**src/lcd_parallel_write_sequencer_unit_assert.svh**
```systemverilog
// Assertion macros shared by the LCD write sequencer modules.
// Each macro expects signals named clk and arst_n in the module that uses it.
`ifndef LCD_PARALLEL_WRITE_SEQUENCER_UNIT_ASSERT_SVH
`define LCD_PARALLEL_WRITE_SEQUENCER_UNIT_ASSERT_SVH

// Same-cycle implication, checked out of reset
`define LCDPWS_ASSERT_IMP(label, ante, cons, msg) \
	label: assert property (@(posedge clk) disable iff (!arst_n) (ante) |-> (cons)) \
		else $error(msg);

// Next-cycle implication, checked out of reset
`define LCDPWS_ASSERT_NEXT(label, ante, cons, msg) \
	label: assert property (@(posedge clk) disable iff (!arst_n) (ante) |=> (cons)) \
		else $error(msg);

`endif

```
**src/lcdpws_pkg.sv**
```systemverilog
// Package for the LCD parallel write sequencer: codes, item types, constants.
// No dependencies.
`timescale 1ns / 1ps

package lcdpws_pkg;

	// Configuration register indexes
	typedef enum logic [2:0] {
		CFG_BUS_MODE   = 3'd0,
		CFG_PULSE      = 3'd1,
		CFG_SHORT_WAIT = 3'd2,
		CFG_CLEAR_WAIT = 3'd3,
		CFG_POWER_UP   = 3'd4
	} cfg_idx_t;

	// Request kinds on the input channel; the two top codes act as a tick
	typedef enum logic [2:0] {
		KIND_TICK    = 3'd0,
		KIND_COMMAND = 3'd1,
		KIND_CHAR    = 3'd2,
		KIND_CURSOR  = 3'd3,
		KIND_CLEAR   = 3'd4,
		KIND_INIT    = 3'd5
	} kind_t;

	// Sequencer phases
	typedef enum logic [2:0] {
		PH_IDLE    = 3'd0,
		PH_POWER   = 3'd1,
		PH_HIGH    = 3'd2,
		PH_LOW     = 3'd3,
		PH_NIBWAIT = 3'd4,
		PH_AFTER   = 3'd5
	} phase_t;

	// Classified operation passed from front to back
	typedef enum logic [1:0] {
		OP_NONE = 2'd0,
		OP_BYTE = 2'd1,
		OP_INIT = 2'd2
	} op_t;

	// Which configured wait follows a byte
	typedef enum logic [1:0] {
		DWELL_NONE  = 2'd0,
		DWELL_SHORT = 2'd1,
		DWELL_CLEAR = 2'd2
	} dwell_sel_t;

	// Classified item held in the queue
	typedef struct packed {
		op_t        op;
		logic [7:0] byte_val;
		logic       rs;
		dwell_sel_t dwell_sel;
	} cmd_t;

	// Live configuration
	typedef struct packed {
		logic       bus_mode;
		logic [7:0] pulse;
		logic [7:0] short_wait;
		logic [7:0] clear_wait;
		logic [7:0] power_up;
	} cfg_t;

	// Sequencer state
	typedef struct packed {
		phase_t     phase;
		logic [7:0] tick;
		logic [7:0] out_byte;
		logic       sel;
		logic       second;
		logic [2:0] init_step;
		logic [7:0] after_wait;
	} seq_t;

	// Configuration reset values
	localparam logic       RST_BUS_MODE   = 1'b0;
	localparam logic [7:0] RST_PULSE      = 8'd2;
	localparam logic [7:0] RST_SHORT_WAIT = 8'd1;
	localparam logic [7:0] RST_CLEAR_WAIT = 8'd10;
	localparam logic [7:0] RST_POWER_UP   = 8'd50;

	// LCD command values
	localparam logic [7:0] CURSOR_ROW1_BASE = 8'h80;
	localparam logic [7:0] CURSOR_ROW2_BASE = 8'hC0;
	localparam logic [4:0] CURSOR_COLUMNS   = 5'd16;
	localparam logic [1:0] CURSOR_ROW1      = 2'd1;
	localparam logic [1:0] CURSOR_ROW2      = 2'd2;
	localparam logic [7:0] CLEAR_CMD        = 8'h01;

	// Init command lists for eight-bit and nibble buses; index 2 is the clear
	localparam logic [7:0] INIT_CMD8 [4] = '{8'h38, 8'h0E, 8'h01, 8'h06};
	localparam logic [7:0] INIT_CMD4 [4] = '{8'h28, 8'h0F, 8'h01, 8'h06};
	localparam logic [1:0] INIT_CLEAR_IDX = 2'd2;
	localparam logic [2:0] INIT_LAST_STEP = 3'd4;

	// Queue between front and back
	localparam int unsigned QUEUE_DEPTH = 2;
	localparam int unsigned QPTR_W      = (QUEUE_DEPTH > 1) ? $clog2(QUEUE_DEPTH) : 1;
	localparam int unsigned QCNT_W      = $clog2(QUEUE_DEPTH + 1);

endpackage

```
**src/lcdpws_channels.sv**
```systemverilog
// Handshake channels of the LCD write sequencer: request, result, config write.
// No dependencies.
`timescale 1ns / 1ps

// Request channel
interface lcdpws_req_if;
	logic       valid;
	logic       ready;
	logic [2:0] kind;
	logic [7:0] value;
	logic [1:0] row;
	logic [4:0] column;

	modport source (output valid, kind, value, row, column, input ready);
	modport sink   (input valid, kind, value, row, column, output ready);
endinterface

// Result channel: pin levels after each tick
interface lcdpws_res_if;
	logic       valid;
	logic       ready;
	logic       enable;
	logic       register_select;
	logic [7:0] data_bus;
	logic       busy_res;
	logic       rejected;

	modport source (output valid, enable, register_select, data_bus, busy_res, rejected,
		input ready);
	modport sink   (input valid, enable, register_select, data_bus, busy_res, rejected,
		output ready);
endinterface

// Configuration write channel
interface lcdpws_cfg_if;
	logic       valid;
	logic       ready;
	logic [2:0] index;
	logic [7:0] data;

	modport source (output valid, index, data, input ready);
	modport sink   (input valid, index, data, output ready);
endinterface

```
**src/lcdpws_front.sv**
```systemverilog
// Front end: takes request items and classifies them into queue entries.
// Depends on lcdpws_pkg and lcdpws_channels.
`timescale 1ns / 1ps

module lcdpws_front (
	lcdpws_req_if.sink          req,
	input  logic                q_full,
	output logic                push,
	output lcdpws_pkg::cmd_t    push_data
);

	logic [3:0] col_off;
	logic       col_ok;
	logic [7:0] cursor_addr;

	// Take an item whenever the queue has room
	assign req.ready = !q_full;
	assign push      = req.valid && req.ready;

	// Cursor address: row base plus column minus one, home on bad input
	assign col_off = req.column[3:0] - 4'd1;
	assign col_ok  = (req.column != 5'd0) && (req.column <= lcdpws_pkg::CURSOR_COLUMNS);

	always_comb begin
		cursor_addr = lcdpws_pkg::CURSOR_ROW1_BASE;
		if (col_ok && req.row == lcdpws_pkg::CURSOR_ROW1) begin
			cursor_addr = lcdpws_pkg::CURSOR_ROW1_BASE + {4'd0, col_off};
		end else if (col_ok && req.row == lcdpws_pkg::CURSOR_ROW2) begin
			cursor_addr = lcdpws_pkg::CURSOR_ROW2_BASE + {4'd0, col_off};
		end
	end

	// Classify by kind
	always_comb begin
		push_data.op        = lcdpws_pkg::OP_NONE;
		push_data.byte_val  = req.value;
		push_data.rs        = 1'b0;
		push_data.dwell_sel = lcdpws_pkg::DWELL_NONE;
		case (lcdpws_pkg::kind_t'(req.kind))
			lcdpws_pkg::KIND_COMMAND: begin
				push_data.op = lcdpws_pkg::OP_BYTE;
			end
			lcdpws_pkg::KIND_CHAR: begin
				push_data.op = lcdpws_pkg::OP_BYTE;
				push_data.rs = 1'b1;
			end
			lcdpws_pkg::KIND_CURSOR: begin
				push_data.op        = lcdpws_pkg::OP_BYTE;
				push_data.byte_val  = cursor_addr;
				push_data.dwell_sel = lcdpws_pkg::DWELL_SHORT;
			end
			lcdpws_pkg::KIND_CLEAR: begin
				push_data.op        = lcdpws_pkg::OP_BYTE;
				push_data.byte_val  = lcdpws_pkg::CLEAR_CMD;
				push_data.dwell_sel = lcdpws_pkg::DWELL_CLEAR;
			end
			lcdpws_pkg::KIND_INIT: begin
				push_data.op = lcdpws_pkg::OP_INIT;
			end
			default: begin
				push_data.op = lcdpws_pkg::OP_NONE;
			end
		endcase
	end

endmodule

```
**src/lcdpws_queue.sv**
```systemverilog
// Short queue of classified items between the front and back ends.
// Depends on lcdpws_pkg and the assertion macro header.
`timescale 1ns / 1ps
`include "lcd_parallel_write_sequencer_unit_assert.svh"

module lcdpws_queue (
	input  logic                        clk,
	input  logic                        arst_n,
	input  logic                        push,
	input  lcdpws_pkg::cmd_t            push_data,
	input  logic                        pop,
	output lcdpws_pkg::cmd_t            pop_data,
	output logic                        full,
	output logic                        not_empty
);

	lcdpws_pkg::cmd_t                     mem_q [lcdpws_pkg::QUEUE_DEPTH];
	logic [lcdpws_pkg::QPTR_W-1:0]        wr_ptr_q;
	logic [lcdpws_pkg::QPTR_W-1:0]        rd_ptr_q;
	logic [lcdpws_pkg::QCNT_W-1:0]        count_q;

	localparam logic [lcdpws_pkg::QPTR_W-1:0] PTR_LAST =
		lcdpws_pkg::QPTR_W'(lcdpws_pkg::QUEUE_DEPTH - 1);
	localparam logic [lcdpws_pkg::QCNT_W-1:0] CNT_FULL =
		lcdpws_pkg::QCNT_W'(lcdpws_pkg::QUEUE_DEPTH);

	assign full      = (count_q == CNT_FULL);
	assign not_empty = (count_q != '0);
	assign pop_data  = mem_q[rd_ptr_q];

	// Entry storage
	always_ff @(posedge clk) begin
		if (push) begin
			mem_q[wr_ptr_q] <= push_data;
		end
	end

	// Pointers and fill count
	always_ff @(posedge clk or negedge arst_n) begin
		if (!arst_n) begin
			wr_ptr_q <= '0;
			rd_ptr_q <= '0;
			count_q  <= '0;
		end else begin
			if (push) begin
				wr_ptr_q <= (wr_ptr_q == PTR_LAST) ? '0 : wr_ptr_q + 1'b1;
			end
			if (pop) begin
				rd_ptr_q <= (rd_ptr_q == PTR_LAST) ? '0 : rd_ptr_q + 1'b1;
			end
			case ({push, pop})
				2'b10:   count_q <= count_q + 1'b1;
				2'b01:   count_q <= count_q - 1'b1;
				default: count_q <= count_q;
			endcase
		end
	end

	`LCDPWS_ASSERT_IMP(a_q_pop_nonempty, pop, not_empty, "queue popped while empty")
	`LCDPWS_ASSERT_IMP(a_q_push_room, push, !full, "queue pushed while full")
	`LCDPWS_ASSERT_NEXT(a_q_count_up, push && !pop, count_q == $past(count_q) + 1'b1, "queue count did not rise")

endmodule

```
**src/lcdpws_back.sv**
```systemverilog
// Back end: steps the LCD bus sequencer once per queued item, registers the pins.
// Depends on lcdpws_pkg, lcdpws_channels and the assertion macro header.
`timescale 1ns / 1ps
`include "lcd_parallel_write_sequencer_unit_assert.svh"

module lcdpws_back (
	input  logic                clk,
	input  logic                arst_n,
	input  lcdpws_pkg::cfg_t    cfg,
	input  logic                q_valid,
	input  lcdpws_pkg::cmd_t    q_data,
	output logic                pop,
	lcdpws_res_if.source        res
);

	localparam int unsigned SETTLE_STEPS = 2;

	lcdpws_pkg::seq_t seq_q;
	lcdpws_pkg::seq_t s_req;
	lcdpws_pkg::seq_t s_next;
	logic             rej;
	logic [7:0]       dwell_val;

	logic             res_valid_q;
	logic             res_enable_q;
	logic             res_rs_q;
	logic [7:0]       res_bus_q;
	logic             res_busy_q;
	logic             res_rej_q;

	logic             enable_d;
	logic [7:0]       bus_d;
	logic             busy_d;

	// Enable pulse length, zero read as one
	function automatic logic [7:0] pulse_len(lcdpws_pkg::cfg_t c);
		return (c.pulse == 8'd0) ? 8'd1 : c.pulse;
	endfunction

	// Load a byte and raise enable
	function automatic lcdpws_pkg::seq_t start_byte(lcdpws_pkg::seq_t s, logic [7:0] b,
		logic rs, logic [7:0] dwell, lcdpws_pkg::cfg_t c);
		lcdpws_pkg::seq_t r;
		r            = s;
		r.out_byte   = b;
		r.sel        = rs;
		r.second     = 1'b0;
		r.after_wait = dwell;
		r.phase      = lcdpws_pkg::PH_HIGH;
		r.tick       = pulse_len(c);
		return r;
	endfunction

	// Start the init command selected by init_step
	function automatic lcdpws_pkg::seq_t start_init(lcdpws_pkg::seq_t s, lcdpws_pkg::cfg_t c);
		logic [1:0] idx;
		logic [7:0] cmd;
		logic [7:0] dwell;
		idx   = 2'(s.init_step - 3'd1);
		cmd   = c.bus_mode ? lcdpws_pkg::INIT_CMD4[idx] : lcdpws_pkg::INIT_CMD8[idx];
		dwell = (idx == lcdpws_pkg::INIT_CLEAR_IDX) ? c.clear_wait : c.short_wait;
		return start_byte(s, cmd, 1'b0, dwell, c);
	endfunction

	// Move on from a phase whose ticks are used up
	function automatic lcdpws_pkg::seq_t finish_phase(lcdpws_pkg::seq_t s, lcdpws_pkg::cfg_t c);
		lcdpws_pkg::seq_t r;
		r = s;
		case (s.phase)
			lcdpws_pkg::PH_POWER: begin
				r.init_step = 3'd1;
				r           = start_init(r, c);
			end
			lcdpws_pkg::PH_HIGH: begin
				r.phase = lcdpws_pkg::PH_LOW;
				r.tick  = pulse_len(c);
			end
			lcdpws_pkg::PH_LOW: begin
				if (c.bus_mode && !s.second) begin
					r.second = 1'b1;
					r.phase  = lcdpws_pkg::PH_HIGH;
					r.tick   = pulse_len(c);
				end else if (c.bus_mode) begin
					r.phase = lcdpws_pkg::PH_NIBWAIT;
					r.tick  = c.short_wait;
				end else begin
					r.phase = lcdpws_pkg::PH_AFTER;
					r.tick  = s.after_wait;
				end
			end
			lcdpws_pkg::PH_NIBWAIT: begin
				r.phase = lcdpws_pkg::PH_AFTER;
				r.tick  = s.after_wait;
			end
			lcdpws_pkg::PH_AFTER: begin
				if (s.init_step != 3'd0 && s.init_step < lcdpws_pkg::INIT_LAST_STEP) begin
					r.init_step = s.init_step + 3'd1;
					r           = start_init(r, c);
				end else begin
					r.init_step = 3'd0;
					r.phase     = lcdpws_pkg::PH_IDLE;
					r.tick      = 8'd0;
				end
			end
			default: begin
				r.phase = lcdpws_pkg::PH_IDLE;
				r.tick  = 8'd0;
			end
		endcase
		return r;
	endfunction

	// Skip waits of zero length; at most two can chain before a pulse or idle
	function automatic lcdpws_pkg::seq_t settle(lcdpws_pkg::seq_t s, lcdpws_pkg::cfg_t c);
		lcdpws_pkg::seq_t r;
		r = s;
		for (int i = 0; i < SETTLE_STEPS; i++) begin
			if ((r.phase == lcdpws_pkg::PH_POWER || r.phase == lcdpws_pkg::PH_NIBWAIT ||
				r.phase == lcdpws_pkg::PH_AFTER) && r.tick == 8'd0) begin
				r = finish_phase(r, c);
			end
		end
		return r;
	endfunction

	// Pop when the result register is free or being taken
	assign pop = q_valid && (!res_valid_q || res.ready);

	// Wait that follows a requested byte
	always_comb begin
		case (q_data.dwell_sel)
			lcdpws_pkg::DWELL_SHORT: dwell_val = cfg.short_wait;
			lcdpws_pkg::DWELL_CLEAR: dwell_val = cfg.clear_wait;
			default:                 dwell_val = 8'd0;
		endcase
	end

	// Request handling: start a sequence when idle, drop it when busy
	always_comb begin
		s_req = seq_q;
		rej   = 1'b0;
		if (q_data.op != lcdpws_pkg::OP_NONE) begin
			if (seq_q.phase != lcdpws_pkg::PH_IDLE) begin
				rej = 1'b1;
			end else begin
				case (q_data.op)
					lcdpws_pkg::OP_BYTE: begin
						s_req = start_byte(seq_q, q_data.byte_val, q_data.rs, dwell_val, cfg);
					end
					lcdpws_pkg::OP_INIT: begin
						s_req.init_step = 3'd0;
						s_req.phase     = lcdpws_pkg::PH_POWER;
						s_req.tick      = cfg.power_up;
						s_req           = settle(s_req, cfg);
					end
					default: begin
						s_req = seq_q;
					end
				endcase
			end
		end
	end

	// Pin levels for this tick
	always_comb begin
		enable_d = (s_req.phase == lcdpws_pkg::PH_HIGH);
		busy_d   = (s_req.phase != lcdpws_pkg::PH_IDLE);
		if (cfg.bus_mode) begin
			bus_d = s_req.second ? {s_req.out_byte[3:0], 4'd0} : {s_req.out_byte[7:4], 4'd0};
		end else begin
			bus_d = s_req.out_byte;
		end
	end

	// Tick down the current phase and move on when it ends
	always_comb begin
		s_next = s_req;
		if (s_req.phase != lcdpws_pkg::PH_IDLE) begin
			if (s_req.tick != 8'd0) begin
				s_next.tick = s_req.tick - 8'd1;
			end
			if (s_next.tick == 8'd0) begin
				s_next = settle(finish_phase(s_next, cfg), cfg);
			end
		end
	end

	// Sequencer state
	always_ff @(posedge clk or negedge arst_n) begin
		if (!arst_n) begin
			seq_q <= '{phase: lcdpws_pkg::PH_IDLE, default: '0};
		end else if (pop) begin
			seq_q <= s_next;
		end
	end

	// Result register valid
	always_ff @(posedge clk or negedge arst_n) begin
		if (!arst_n) begin
			res_valid_q <= 1'b0;
		end else if (pop) begin
			res_valid_q <= 1'b1;
		end else if (res.ready) begin
			res_valid_q <= 1'b0;
		end
	end

	// Result register payload
	always_ff @(posedge clk) begin
		if (pop) begin
			res_enable_q <= enable_d;
			res_rs_q     <= s_req.sel;
			res_bus_q    <= bus_d;
			res_busy_q   <= busy_d;
			res_rej_q    <= rej;
		end
	end

	assign res.valid           = res_valid_q;
	assign res.enable          = res_enable_q;
	assign res.register_select = res_rs_q;
	assign res.data_bus        = res_bus_q;
	assign res.busy_res        = res_busy_q;
	assign res.rejected        = res_rej_q;

	`LCDPWS_ASSERT_IMP(a_bk_enable_busy, res_valid_q && res_enable_q, res_busy_q, "enable high while not busy")
	`LCDPWS_ASSERT_IMP(a_bk_reject_busy, res_valid_q && res_rej_q, res_busy_q, "request dropped while idle")
	`LCDPWS_ASSERT_IMP(a_bk_pulse_ticks, seq_q.phase == lcdpws_pkg::PH_HIGH || seq_q.phase == lcdpws_pkg::PH_LOW, seq_q.tick != 8'd0, "pulse phase with no ticks left")
	`LCDPWS_ASSERT_NEXT(a_bk_pop_loads, pop, res_valid_q, "popped item gave no result")

endmodule

```
**src/lcd_parallel_write_sequencer_unit.sv**
```systemverilog
// Character LCD parallel write sequencer. Every item on req is one time tick, and
// may carry a request: command byte, character, cursor move, clear or power-up
// init. Every item gives exactly one item on res with the enable, register select
// and data pin levels after that tick, plus busy and a flag for a request dropped
// while busy. The block takes one item per clock cycle while res is not held off:
// the front end classifies it into a two-entry queue and the back end applies one
// sequencer step per cycle, and each item is held in the queue and its result is
// then held in the result register until taken from res. While res is held off the
// back end stops, and the queue fills up to its two entries before req.ready falls.
// cfg is always ready; write it only while the block is idle. No clearing pass
// after reset. Depends on lcdpws_pkg, lcdpws_channels, lcdpws_front,
// lcdpws_queue and lcdpws_back.
`timescale 1ns / 1ps

module lcd_parallel_write_sequencer_unit (
	input  logic          clk,
	input  logic          arst_n,
	lcdpws_req_if.sink    req,
	lcdpws_res_if.source  res,
	lcdpws_cfg_if.sink    cfg
);

	lcdpws_pkg::cfg_t cfg_q;
	lcdpws_pkg::cmd_t push_data;
	lcdpws_pkg::cmd_t pop_data;
	logic             push;
	logic             pop;
	logic             q_full;
	logic             q_valid;

	// Configuration registers
	assign cfg.ready = 1'b1;

	always_ff @(posedge clk or negedge arst_n) begin
		if (!arst_n) begin
			cfg_q.bus_mode   <= lcdpws_pkg::RST_BUS_MODE;
			cfg_q.pulse      <= lcdpws_pkg::RST_PULSE;
			cfg_q.short_wait <= lcdpws_pkg::RST_SHORT_WAIT;
			cfg_q.clear_wait <= lcdpws_pkg::RST_CLEAR_WAIT;
			cfg_q.power_up   <= lcdpws_pkg::RST_POWER_UP;
		end else if (cfg.valid && cfg.ready) begin
			case (lcdpws_pkg::cfg_idx_t'(cfg.index))
				lcdpws_pkg::CFG_BUS_MODE:   cfg_q.bus_mode   <= cfg.data[0];
				lcdpws_pkg::CFG_PULSE:      cfg_q.pulse      <= cfg.data;
				lcdpws_pkg::CFG_SHORT_WAIT: cfg_q.short_wait <= cfg.data;
				lcdpws_pkg::CFG_CLEAR_WAIT: cfg_q.clear_wait <= cfg.data;
				lcdpws_pkg::CFG_POWER_UP:   cfg_q.power_up   <= cfg.data;
				default:                    cfg_q            <= cfg_q;
			endcase
		end
	end

	// Request intake and classification
	lcdpws_front u_front (
		.req       (req),
		.q_full    (q_full),
		.push      (push),
		.push_data (push_data)
	);

	// Decoupling queue
	lcdpws_queue u_queue (
		.clk       (clk),
		.arst_n    (arst_n),
		.push      (push),
		.push_data (push_data),
		.pop       (pop),
		.pop_data  (pop_data),
		.full      (q_full),
		.not_empty (q_valid)
	);

	// Bus sequencer and result register
	lcdpws_back u_back (
		.clk     (clk),
		.arst_n  (arst_n),
		.cfg     (cfg_q),
		.q_valid (q_valid),
		.q_data  (pop_data),
		.pop     (pop),
		.res     (res)
	);

endmodule
```
**src/flat_wrapper.sv**
```systemverilog
// flat-port wrapper written by rule: the top's interface ports become plain ports
module lcd_parallel_write_sequencer_unit_flat 
  (clk, arst_n, req_valid, req_kind, req_value, req_row, req_column, req_ready, res_valid, res_enable, res_register_select, res_data_bus, res_busy_res, res_rejected, res_ready, cfg_valid, cfg_index, cfg_data, cfg_ready);
  lcdpws_req_if req_i ();
  lcdpws_res_if res_i ();
  lcdpws_cfg_if cfg_i ();
  input  logic clk;
  input  logic arst_n;
  input wire logic [$bits(req_i.valid)-1:0] req_valid;
  input wire logic [$bits(req_i.kind)-1:0] req_kind;
  input wire logic [$bits(req_i.value)-1:0] req_value;
  input wire logic [$bits(req_i.row)-1:0] req_row;
  input wire logic [$bits(req_i.column)-1:0] req_column;
  output wire logic [$bits(req_i.ready)-1:0] req_ready;
  output wire logic [$bits(res_i.valid)-1:0] res_valid;
  output wire logic [$bits(res_i.enable)-1:0] res_enable;
  output wire logic [$bits(res_i.register_select)-1:0] res_register_select;
  output wire logic [$bits(res_i.data_bus)-1:0] res_data_bus;
  output wire logic [$bits(res_i.busy_res)-1:0] res_busy_res;
  output wire logic [$bits(res_i.rejected)-1:0] res_rejected;
  input wire logic [$bits(res_i.ready)-1:0] res_ready;
  input wire logic [$bits(cfg_i.valid)-1:0] cfg_valid;
  input wire logic [$bits(cfg_i.index)-1:0] cfg_index;
  input wire logic [$bits(cfg_i.data)-1:0] cfg_data;
  output wire logic [$bits(cfg_i.ready)-1:0] cfg_ready;
  assign req_i.valid = req_valid;
  assign req_i.kind = req_kind;
  assign req_i.value = req_value;
  assign req_i.row = req_row;
  assign req_i.column = req_column;
  assign req_ready = req_i.ready;
  assign res_valid = res_i.valid;
  assign res_enable = res_i.enable;
  assign res_register_select = res_i.register_select;
  assign res_data_bus = res_i.data_bus;
  assign res_busy_res = res_i.busy_res;
  assign res_rejected = res_i.rejected;
  assign res_i.ready = res_ready;
  assign cfg_i.valid = cfg_valid;
  assign cfg_i.index = cfg_index;
  assign cfg_i.data = cfg_data;
  assign cfg_ready = cfg_i.ready;
  lcd_parallel_write_sequencer_unit u_core (.clk(clk), .arst_n(arst_n), .req(req_i), .res(res_i), .cfg(cfg_i));
endmodule
```
**config.mk**
```make
export PLATFORM = sky130hd
export DESIGN_NAME = lcd_parallel_write_sequencer_unit_flat
export DESIGN_NICKNAME = d
export VERILOG_FILES = /design/src/lcdpws_pkg.sv /design/src/lcdpws_channels.sv /design/src/lcdpws_front.sv /design/src/lcdpws_queue.sv /design/src/lcdpws_back.sv /design/src/lcd_parallel_write_sequencer_unit.sv /design/src/flat_wrapper.sv
export VERILOG_INCLUDE_DIRS = /design/src /design/src/src
export SDC_FILE = /design/constraint.sdc
export NUM_CORES = 1
export LEC_CHECK = 0
export ABC_AREA = 1
export ABC_CLOCK_PERIOD_IN_PS = 8100
export BUFFER_PORTS_ARGS = -buffer_cell sky130_fd_sc_hd__buf_2
export CORE_MARGIN = 2
export CORE_UTILIZATION = 25
export DETAILED_ROUTE_END_ITERATION = 6
export HOLD_SLACK_MARGIN = 0.1
export PLACE_DENSITY = 0.49
export REMOVE_ABC_BUFFERS = 1
export SLEW_MARGIN = 20
export SYNTH_ARGS = -nofsm -noshare
export SYNTH_HDL_FRONTEND = slang
export SYNTH_SLANG_ARGS = --single-unit
```
**constraint.sdc**
```tcl
create_clock -name clk -period 8.1 [get_ports clk]
set_input_delay 0.405 -clock clk [delete_from_list [all_inputs] [get_ports clk]]
set_output_delay 0.405 -clock clk [all_outputs]
set_load 0.01 [all_outputs]
```
Word level (Yosys, flattened, before mapping)
Memory sizes are Yosys's and may differ from the RTL's.
Cells that the tools add are included.
{"block": "totals", "ff_bits": 82, "mem_count": 1, "word_cells": 264, "ramBits": 26, "output_inout_bits": 15}
{"name": "u_core.u_queue.mem_q", "words": 2, "word_bits": 13, "rd": 1, "rd_ports_with_merged_regs": 0, "wr": 1, "line_no": "lcdpws_queue.sv:17", "source": "lcdpws_pkg::cmd_t mem_q [lcdpws_pkg::QUEUE_DEPTH];"}
{"block": "op_classes", "addsub": 16, "n_eq_ne": 42, "mux": 117, "n_lt_le_gt_ge": 9, "reduce_logical": 54, "bitwise_logic": 4}
{"operator": "$mux 32", "count": 12}
{"operator": "$mux 8", "count": 35}
{"operator": "$pmux 11 s5", "count": 4}
{"operator": "$bmux 8 s2", "count": 8}
{"operator": "$mux 11", "count": 8}
{"operator": "$pmux 11 s2", "count": 4}
{"operator": "$mux 10", "count": 8}
{"operator": "$pmux 9 s2", "count": 4}
{"operator": "$pmux 32 s2", "count": 1}
{"operator": "$logic_not 8->1", "count": 6}
{"operator": "$eq 3x2->1 const B", "count": 12}
{"operator": "$mux 9", "count": 4}
{"operator": "$eq 3x3->1 const B", "count": 11}
{"operator": "$pmux 8 s2", "count": 2}
{"operator": "$mux 31", "count": 1}
{"operator": "$eq 2x2->1 const B", "count": 9}
{"operator": "$eq 3x1->1 const B", "count": 6}
{"operator": "$reduce_bool 3->1", "count": 6}
{"operator": "$logic_and 1x1->1", "count": 16}
{"operator": "$mux 1", "count": 14}
{"operator": "$add 3x1->3 const B", "count": 4}
{"operator": "$ge 3x3->1 const B", "count": 4}
{"operator": "$lt 3x3->1 const B", "count": 4}
{"operator": "$mux 3", "count": 4}
{"operator": "21 further kinds", "count": 55}

Logic depth before layout (Yosys ltp)
Gate-level depths: netlist (run 1).
{"block": "depth", "ltp_word": 51, "ltp_mapped": 37, "ltp_nobuf": 34}

By module
Synthesis (run 1) repeated with hierarchy kept, for this count alone.
{"block": "unflattened", "cells_unflattened": 1414, "hier_area_um2": 9178.8}
{"module": "lcdpws_back", "seq_area_each_um2": 1186.1, "area_each_um2": 6286.0, "n_inst": 1, "cells_per_inst": 1105}
{"module": "lcd_parallel_write_sequencer_unit", "seq_area_each_um2": 834.6, "area_each_um2": 1377.6, "n_inst": 1, "cells_per_inst": 156}
{"module": "lcdpws_queue", "seq_area_each_um2": 880.8, "area_each_um2": 1214.9, "n_inst": 1, "cells_per_inst": 92}
{"module": "lcdpws_front", "seq_area_each_um2": 0.0, "area_each_um2": 300.3, "n_inst": 1, "cells_per_inst": 61}

Worst setup path before layout (run 1)
Ideal clock, no wire load.
{"block": "synth_path", "kind": "register -> register", "from": "reg u_core.u_queue.rd_ptr_q", "to": "reg u_core.u_back.seq_q[4] in the netlist's numbering", "setup_time_ns": 0.117, "arrival_ns": 4.918, "period_less_slack_ns": 5.034, "path_stages_with_launch": 32, "required_time_ns": 7.983, "path_slack_ns": 3.066, "cell_sequence": "dfrtp_1 clkbuf_1 o21ai_0 ha_1 inv_1 nand4_2 nor2_2 inv_1 a21oi_2 ha_1 inv_1 nand2_2 buf_2 o21ai_0 o21ai_1 ha_1 inv_1 nand2_4 inv_1 clkbuf_1 nand4_1 nand2_1 inv_1 ha_1 clkbuf_1 o21ai_0 o21ai_1 nor2_1 nand2_1 nand3_1 nand2_1 nand2_1"}
{"block": "synth_via", "elab_chain_len": 27, "word_cells_on_any_way": 93}
{"element": "start, declared", "line_no": "lcdpws_queue.sv:19", "source": "logic [lcdpws_pkg::QPTR_W-1:0] rd_ptr_q;"}
{"element": "start signal, assigned", "line_no": "lcdpws_queue.sv:49", "source": "rd_ptr_q <= (rd_ptr_q == PTR_LAST) ? '0 : rd_ptr_q + 1'b1;"}
{"element": "$mem_v2 2x13 *"}
{"element": "$eq 2x2->1 or $eq 2x1->1 (tied branches)", "line_no": "lcdpws_back.sv:146", "source": "case (q_data.op)"}
{"element": "$pmux 32 s2", "line_no": "lcdpws_back.sv:146"}
{"element": "$mux 32", "line_no": "lcdpws_back.sv:143", "source": "if (seq_q.phase != lcdpws_pkg::PH_IDLE) begin"}
{"element": "$mux 32 *", "line_no": "lcdpws_back.sv:142", "source": "if (q_data.op != lcdpws_pkg::OP_NONE) begin"}
{"element": "$lt 3x3->1 (tied with other cells)", "line_no": "lcdpws_back.sv:96", "source": "if (s.init_step != 3'd0 && s.init_step < lcdpws_pkg::INIT_LAST_STEP) begin"}
{"element": "$logic_and 1x1->1, on equally long branches", "line_no": "lcdpws_back.sv:96, lcdpws_back.sv:79"}
{"element": "$mux 3 (tied with other cells)", "line_no": "lcdpws_back.sv:96"}
{"element": "(+11 left out)"}
{"element": "$sub 2x1->2", "line_no": "lcdpws_back.sv:59", "source": "idx = 2'(s.init_step - 3'd1);"}
{"element": "$eq 2x2->1", "line_no": "lcdpws_back.sv:61", "source": "dwell = (idx == lcdpws_pkg::INIT_CLEAR_IDX) ? c.clear_wait : c.short_wait;"}
{"element": "$mux 8", "line_no": "lcdpws_back.sv:61"}
{"element": "$mux 8", "line_no": "lcdpws_back.sv:96"}
{"element": "$pmux 11 s2", "line_no": "lcdpws_back.sv:69", "source": "case (s.phase)"}
{"element": "$mux 32", "line_no": "lcdpws_back.sv:118", "source": "if ((r.phase == lcdpws_pkg::PH_POWER || r.phase == lcdpws_pkg::PH_NIBWAIT ||"}
{"element": "$mux 32", "line_no": "lcdpws_back.sv:182", "source": "if (s_next.tick == 8'd0) begin"}
{"element": "$mux 32 *", "line_no": "lcdpws_back.sv:178", "source": "if (s_req.phase != lcdpws_pkg::PH_IDLE) begin"}
{"element": "end signal, assigned", "line_no": "lcdpws_back.sv:193", "source": "seq_q <= s_next;"}
{"element": "end, declared", "line_no": "lcdpws_back.sv:18", "source": "lcdpws_pkg::seq_t seq_q;"}
Every way passes the cells marked *; elsewhere a longest branch is shown, timed or not. The select of a mux whose other input is x is not followed.
A chain may end at the register's enable or synchronous reset.

Final worst setup path (run 1)
{"block": "layout_path", "from": "reg u_core.u_queue.rd_ptr_q", "to": "reg u_core.u_back.seq_q[7] in the netlist's numbering"}
The elaborated chain is that of the path after synthesis.

==> results of run 1 <==
==> kinds of logic (layout without fill, tap and decap cells) <==
| group | count (synthesis) | count (layout) |
|---|---|---|
| muxes | 8 | 8 |
| adders and majority gates | 22 | 22 |
| and+or+nand+nor | 788 | 788 |
| other | 1 | 1 |
| xor gates and xnor gates | 13 | 13 |
| buffers and inverters | 224 | 242 |
| AOI/OAI and AO/OA | 266 | 266 |
| DFF | 108 | 108 |
==> registers in the layout, indices dropped and copies added, names as in the netlist <==
name,cells
u_core.u_back.seq_q,32
u_core.cfg_q,33
u_core.u_queue.mem_q,26
u_core.u_back.res.rejected,1
u_core.u_back.res.data_bus,8
u_core.u_queue.rd_ptr_q,1
u_core.u_queue.count_q,2
u_core.u_back.res.enable,1
u_core.u_back.res.register_select,1
u_core.u_back.res.busy_res,1
u_core.u_back.res.valid,1
u_core.u_queue.wr_ptr_q,1
==> worst paths after layout <==
kind                                                           from                                  end  slack [ps]  cells past startpoint
min in group asynchronous                                    arst_n         u_core.cfg_q[30]$_DFFE_PN0P_         360                      2
worst min-delay path                                      res_ready  u_core.u_back.res.valid$_DFFE_PN0P_         220                      2
max in group asynchronous                                    arst_n  u_core.u_back.seq_q[16]$_DFFE_PN0P_        6620                      3
worst max-delay path            u_core.u_queue.rd_ptr_q$_DFFE_PN0P_   u_core.u_back.seq_q[7]$_DFFE_PN0P_        1150                     30
worst min register to register  u_core.u_back.seq_q[13]$_DFFE_PN0P_  u_core.u_back.seq_q[13]$_DFFE_PN0P_         490                      2
worst max register to register  u_core.u_queue.rd_ptr_q$_DFFE_PN0P_   u_core.u_back.seq_q[7]$_DFFE_PN0P_        1150                     30
==> layout by cell type (no fill, tap or decap), types with 10 or more instances in the layout <==
cell type  count
nand2_2       23
ha_1          22
o22ai_1       10
nor3_1        14
a21oi_1       69
buf_2         46
o211ai_1      18
inv_2         12
nor2_4        12
o21ai_1       24
nor2_1       128
nand2_1      469
inv_1        157
dfrtp_1       63
edfxtp_1      38
o21ai_0      118
nand4_1       10
nand3_1       85
==> through the flow <==
stage	hold slack [ps]	util (%)	cell area, um2	setup slack, ps
CTS	210	27.8	10200	1170
global placement	200	27.0	9870	1320
floorplan	109	-	8990	2750
global route	221	27.8	10200	449
detailed placement	198	27.0	9880	1180
finish	222	27.8	10200	1150
==> routing by layer <==
layer | up-vias | routed length [um]
met5 | - | 0
met4 | 0 | 879
met3 | 47 | 1900
met2 | 272 | 16400
met1 | 4421 | 15800
li1 | 4639 | -
==> what timing repair did <==
item,CTS,global route
endpoints found under the hold margin,2,0
setup buffers,0,0
hold buffers,1,0
==> worst max-delay path: cells and delay by family, from the launching register on <==
family	cells	cell delay (ps)
flip-flops	1	660
adder cells (fa/ha/maj)	4	1010
buffers and inverters	7	1410
AND/OR/NAND/NOR	16	3150
AO/OA/AOI/OAI	3	580
==> cell type report <==
cell class                      count  area (um2)  area share, %
Tap cell                          468         586           5.74
Sequential cell                   108        2900           28.5
Timing Repair Buffer               54         293           2.87
Multi-Input combinational cell   1098        5460           53.6
Inverter                          172         646           6.33
Clock buffer                        9         225           2.21
Clock inverter                      7        80.1          0.786
==> impl_metrics.json, run 1 <==
{
  "layout.nets": 1499,
  "die-area_um2": 38700,
  "nFillCells": 4135,
  "ys_warn_count": 0,
  "worstSkewPairLatency_ps": 380,
  "path_class": "reg -> reg",
  "crit_fanout": 21,
  "setup_tns_ps": 0,
  "synth_cells": 1430,
  "cts_resized": 0,
  "start_kind": "flop",
  "htreeDepth": 3,
  "fin_crit_sh_pct": 85.7,
  "synth_compound_area_share_pct": 15.8,
  "dp_hpwl_mm": 27.1,
  "period_needed_ps": 6950,
  "cpPeakStageDelay_ps": 660,
  "slew_headroom_pct": 31.3,
  "io_pins": 49,
  "drt_iter0_drc": 826,
  "run_status": "completed",
  "die_h_um": 197,
  "drive_above_1_share_pct": 11.5,
  "synthMuxAreaShare_pct": 0.863,
  "antenna_found_initial": 0,
  "grt_pass1_vias": 9000,
  "worst_pin_slew_ps": 1030,
  "core_area_um2": 36600,
  "synth-edff-count": 38,
  "dp_cells": 1899,
  "dr.pass1.iters": 5,
  "met1_usage_pct": 24.5,
  "cp.required_ps": 8360,
  "synth_top_cell_area_share_pct": 19.0,
  "grt_max_degree": 69,
  "synthSimpleGateAreaFrac_pct": 37.8,
  "synthAdderAreaFrac_pct": 2.97,
  "ys_seq_elements": 108,
  "setup_viol": 0,
  "numPortBuffers": 47,
  "cts_tree": "done",
  "ctsRootBufferMaster": "clkbuf_16",
  "hp-class": "in -> reg",
  "clkTransAtPathRegs_ps": 80,
  "die_width_um": 197,
  "synth.area.top_cells": "nand2_1 19%, dfrtp_1 17%, edfxtp_1 12%, o21ai_0 6.4%, inv_1 6.3%",
  "grt_setup_unrepaired": "no",
  "synth-async-reset-ratio_pct": 64.8,
  "num_vias": 9379,
  "crit_top_cell": "inv_1",
  "yosys_most_used_dff": "dfrtp_1",
  "grt_overflow_total": 0,
  "cts_inserted_buffers": 9,
  "final_antenna_net_count": 0,
  "synth_top_family_by_area": "simple AND/OR/NAND/NOR gates",
  "area_growth_pct": 9.83,
  "met2_usage_pct": 31.0,
  "netlist_area_um2": 9280,
  "hold_violations": 0,
  "routed_wl_mm": 35.0,
  "cp_slowest_cell": "dfrtp_1",
  "wl_per_cell_um": 18.3,
  "routabilityCongestion": 0.954,
  "grt_use_met3_pct": 2.41,
  "vias_per_cell": 4.90,
  "drc": 0,
  "fin_skew_ps": 17.1,
  "initial_core_util_pct": 25.4,
  "synth.most_common_cell": "nand2_1",
  "yosysSeqAreaShare_pct": 31.3,
  "critPathArrivalTime_ps": 7200,
  "slew_violations": 0,
  "grt_usage_pct": 18.4,
  "max_freq_mhz": 144,
  "yosys-top-cells-count": "469 x nand2_1, 157 x inv_1, 130 x nor2_1",
  "crit_path_end_kind": "flop",
  "grt.busiest_layer": "met2",
  "clock-sinks": 108,
  "grt_pass1_wl_mm": 53.8,
  "yosys.area.top_type": "nand2_1",
  "synth.distinct_cells": 52,
  "num_antenna_cells": 0,
  "rows": 70,
  "instances_no_fill": 1916,
  "cap_violations": 0,
  "ctsLongestPathBuffers": 2,
  "synth_xor_area_share_pct": 1.23,
  "avgSynthCellArea_um2": 6.49
}
Power of run 1 is not shown: default switching activity piles up to over one toggle a cycle in this logic, so the estimate is an artifact.
==> run 2, diff against run 1 <==
--- a/config.mk
+++ b/config.mk
@@ -9,6 +9,7 @@
 export ABC_AREA = 1
 export ABC_CLOCK_PERIOD_IN_PS = 8100
 export BUFFER_PORTS_ARGS = -buffer_cell sky130_fd_sc_hd__buf_2
+export CORE_ASPECT_RATIO = 0.75
 export CORE_MARGIN = 2
 export CORE_UTILIZATION = 25
 export DETAILED_ROUTE_END_ITERATION = 6
==> impl_metrics.json, run 2 (synthesis gave the netlist of run 1 again) <==
{
  "run_status": "completed",
  "hold_violations": 0,
  "startpoint": "u_core.u_queue.rd_ptr_q$_DFFE_PN0P_",
  "num_antenna_cells": 0,
  "max_freq_mhz": 140,
  "grt_pass1_wl_mm": 53.1,
  "largest_registers": "u_core.cfg_q x33, u_core.u_back.seq_q x32, u_core.u_queue.mem_q x26",
  "r2r_end": "u_core.u_back.seq_q[12]$_DFFE_PN0P_",
  "worstSkewPairLatency_ps": 390,
  "crit_top_cell": "inv_1",
  "setup_tns_ps": 0,
  "layout_common_cells": "469 x nand2_1, 157 x inv_1, 129 x nor2_1, 118 x o21ai_0, 85 x nand3_1",
  "cp.required_ps": 8380,
  "antenna_found_initial": 0,
  "start_kind": "flop",
  "drt_iter0_drc": 1250,
  "layout.nets": 1500,
  "numPortBuffers": 47,
  "fin_crit_sh_pct": 87.9,
  "path_class": "reg -> reg",
  "clock-sinks": 108,
  "die_h_um": 171,
  "grt_pass1_vias": 8849,
  "grt_use_met3_pct": 3.28,
  "routed_wl_mm": 34.4,
  "initial_core_util_pct": 25.2,
  "worst_pin_slew_ps": 988,
  "vias_per_cell": 4.88,
  "crit_path_end_kind": "flop",
  "met1_usage_pct": 28.4,
  "largest-register": "u_core.cfg_q",
  "grt_usage_pct": 18.3,
  "slew_violations": 0,
  "final_antenna_net_count": 0,
  "cts_tree": "done",
  "rows": 61,
  "setup_viol": 0,
  "routabilityCongestion": 0.957,
  "clkTransAtPathRegs_ps": 80,
  "ctsRootBufferMaster": "clkbuf_16",
  "htreeDepth": 3,
  "drc": 0,
  "grt_setup_unrepaired": "no",
  "num_vias": 9528,
  "postCtsSetupBuffers": 0,
  "slew_headroom_pct": 34.1,
  "met2_usage_pct": 25.7,
  "die_width_um": 226,
  "grt_max_degree": 71,
  "die-area_um2": 38700,
  "largest_reg_flops": 33,
  "ctsHoldBuffers": 0,
  "rr_worst_depth": 30,
  "drive_above_1_share_pct": 11.5,
  "fin_skew_ps": 9.40,
  "cts_resized": 0,
  "cpPeakStageDelay_ps": 710,
  "dp_hpwl_mm": 27.0,
  "core_area_um2": 36900,
  "io_pins": 49,
  "period_needed_ps": 7120,
  "critPathArrivalTime_ps": 7400,
  "hp-class": "in -> async",
  "cp_slowest_cell": "dfrtp_1",
  "area_growth_pct": 10.3,
  "crit-reg2reg-launch": "u_core.u_queue.rd_ptr_q$_DFFE_PN0P_",
  "cap_violations": 0,
  "wl_per_cell_um": 17.6,
  "reg2reg_slack_ps": 980,
  "final_common_cell": "nand2_1",
  "grt_overflow_total": 0,
  "ctsLongestPathBuffers": 2,
  "cts_inserted_buffers": 9,
  "crit_fanout": 21,
  "dr.pass1.iters": 5,
  "grt.busiest_layer": "met1"
}
run 2: changes by cell type in the layout (fill, tap and decap cells not counted):
| cell | previous run | this run |
|---|---|---|
| clkinvlp_4 | 1 | 0 |
| bufinv_16 | 0 | 1 |
| clkinv_4 | 1 | 2 |
| buf_4 | 7 | 9 |
| dlygate4sd3_1 | 1 | 0 |
| clkinv_1 | 3 | 4 |
| inv_8 | 2 | 1 |
| nor2_2 | 9 | 8 |
| nor2_1 | 128 | 129 |
| inv_6 | 1 | 2 |
| clkinv_8 | 2 | 0 |
run 2: worst max-delay path by stage:
stage / slack, ps / cells past startpoint / to
after floorplan: 2750 / 31 / u_core.u_back.seq_q[12]$_DFFE_PN0P_
after global placement: 1310 / 30 / u_core.u_back.seq_q[20]$_DFFE_PN0P_
after detailed placement: 1110 / 31 / u_core.u_back.seq_q[12]$_DFFE_PN0P_
after CTS: 1090 / 31 / u_core.u_back.seq_q[12]$_DFFE_PN0P_
after global routing: 300 / 31 / u_core.u_back.seq_q[20]$_DFFE_PN0P_
final: 980 / 30 / u_core.u_back.seq_q[12]$_DFFE_PN0P_
run 2: critical path: cells and delay by family (launching register included):
kind	cells	cell delay (ps)
simple gates	15	2970
flops	1	710
compound gates	4	770
buf+inv	7	1440
fa+ha+maj	4	1090
run 2: area by class of cell:
class | instances | area, um2
fill | 4145 | 26600
multi-input combinational | 1098 | 5460
sequential | 108 | 2900
inverter | 172 | 646
tap | 504 | 631
timing repair buffer | 55 | 298
clock buffer | 9 | 225
clock inverter | 7 | 80.1
run 2: metal layers:
| layer | share of wire, % | vias up |
|---|---|---|
| met4 | 1.3 | 0 |
| li1 | - | 4647 |
| met2 | 39 | 365 |
| met3 | 7.2 | 27 |
| met5 | 0 | - |
| met1 | 52 | 4489 |
run 2: per-stage QoR:
stage,utilization [%],hold slack (ps),instance area (um2),setup WS [ps],std cells
floorplan,-,109,8990,2750,1378
global placement,26.9,465,9930,1310,1937
detailed placement,27.0,466,9940,1110,1937
CTS,27.8,187,10200,1090,1953
global route,27.8,210,10200,300,1953
finish,27.8,159,10200,977,1953
Power of run 2 is left out for the same reason.
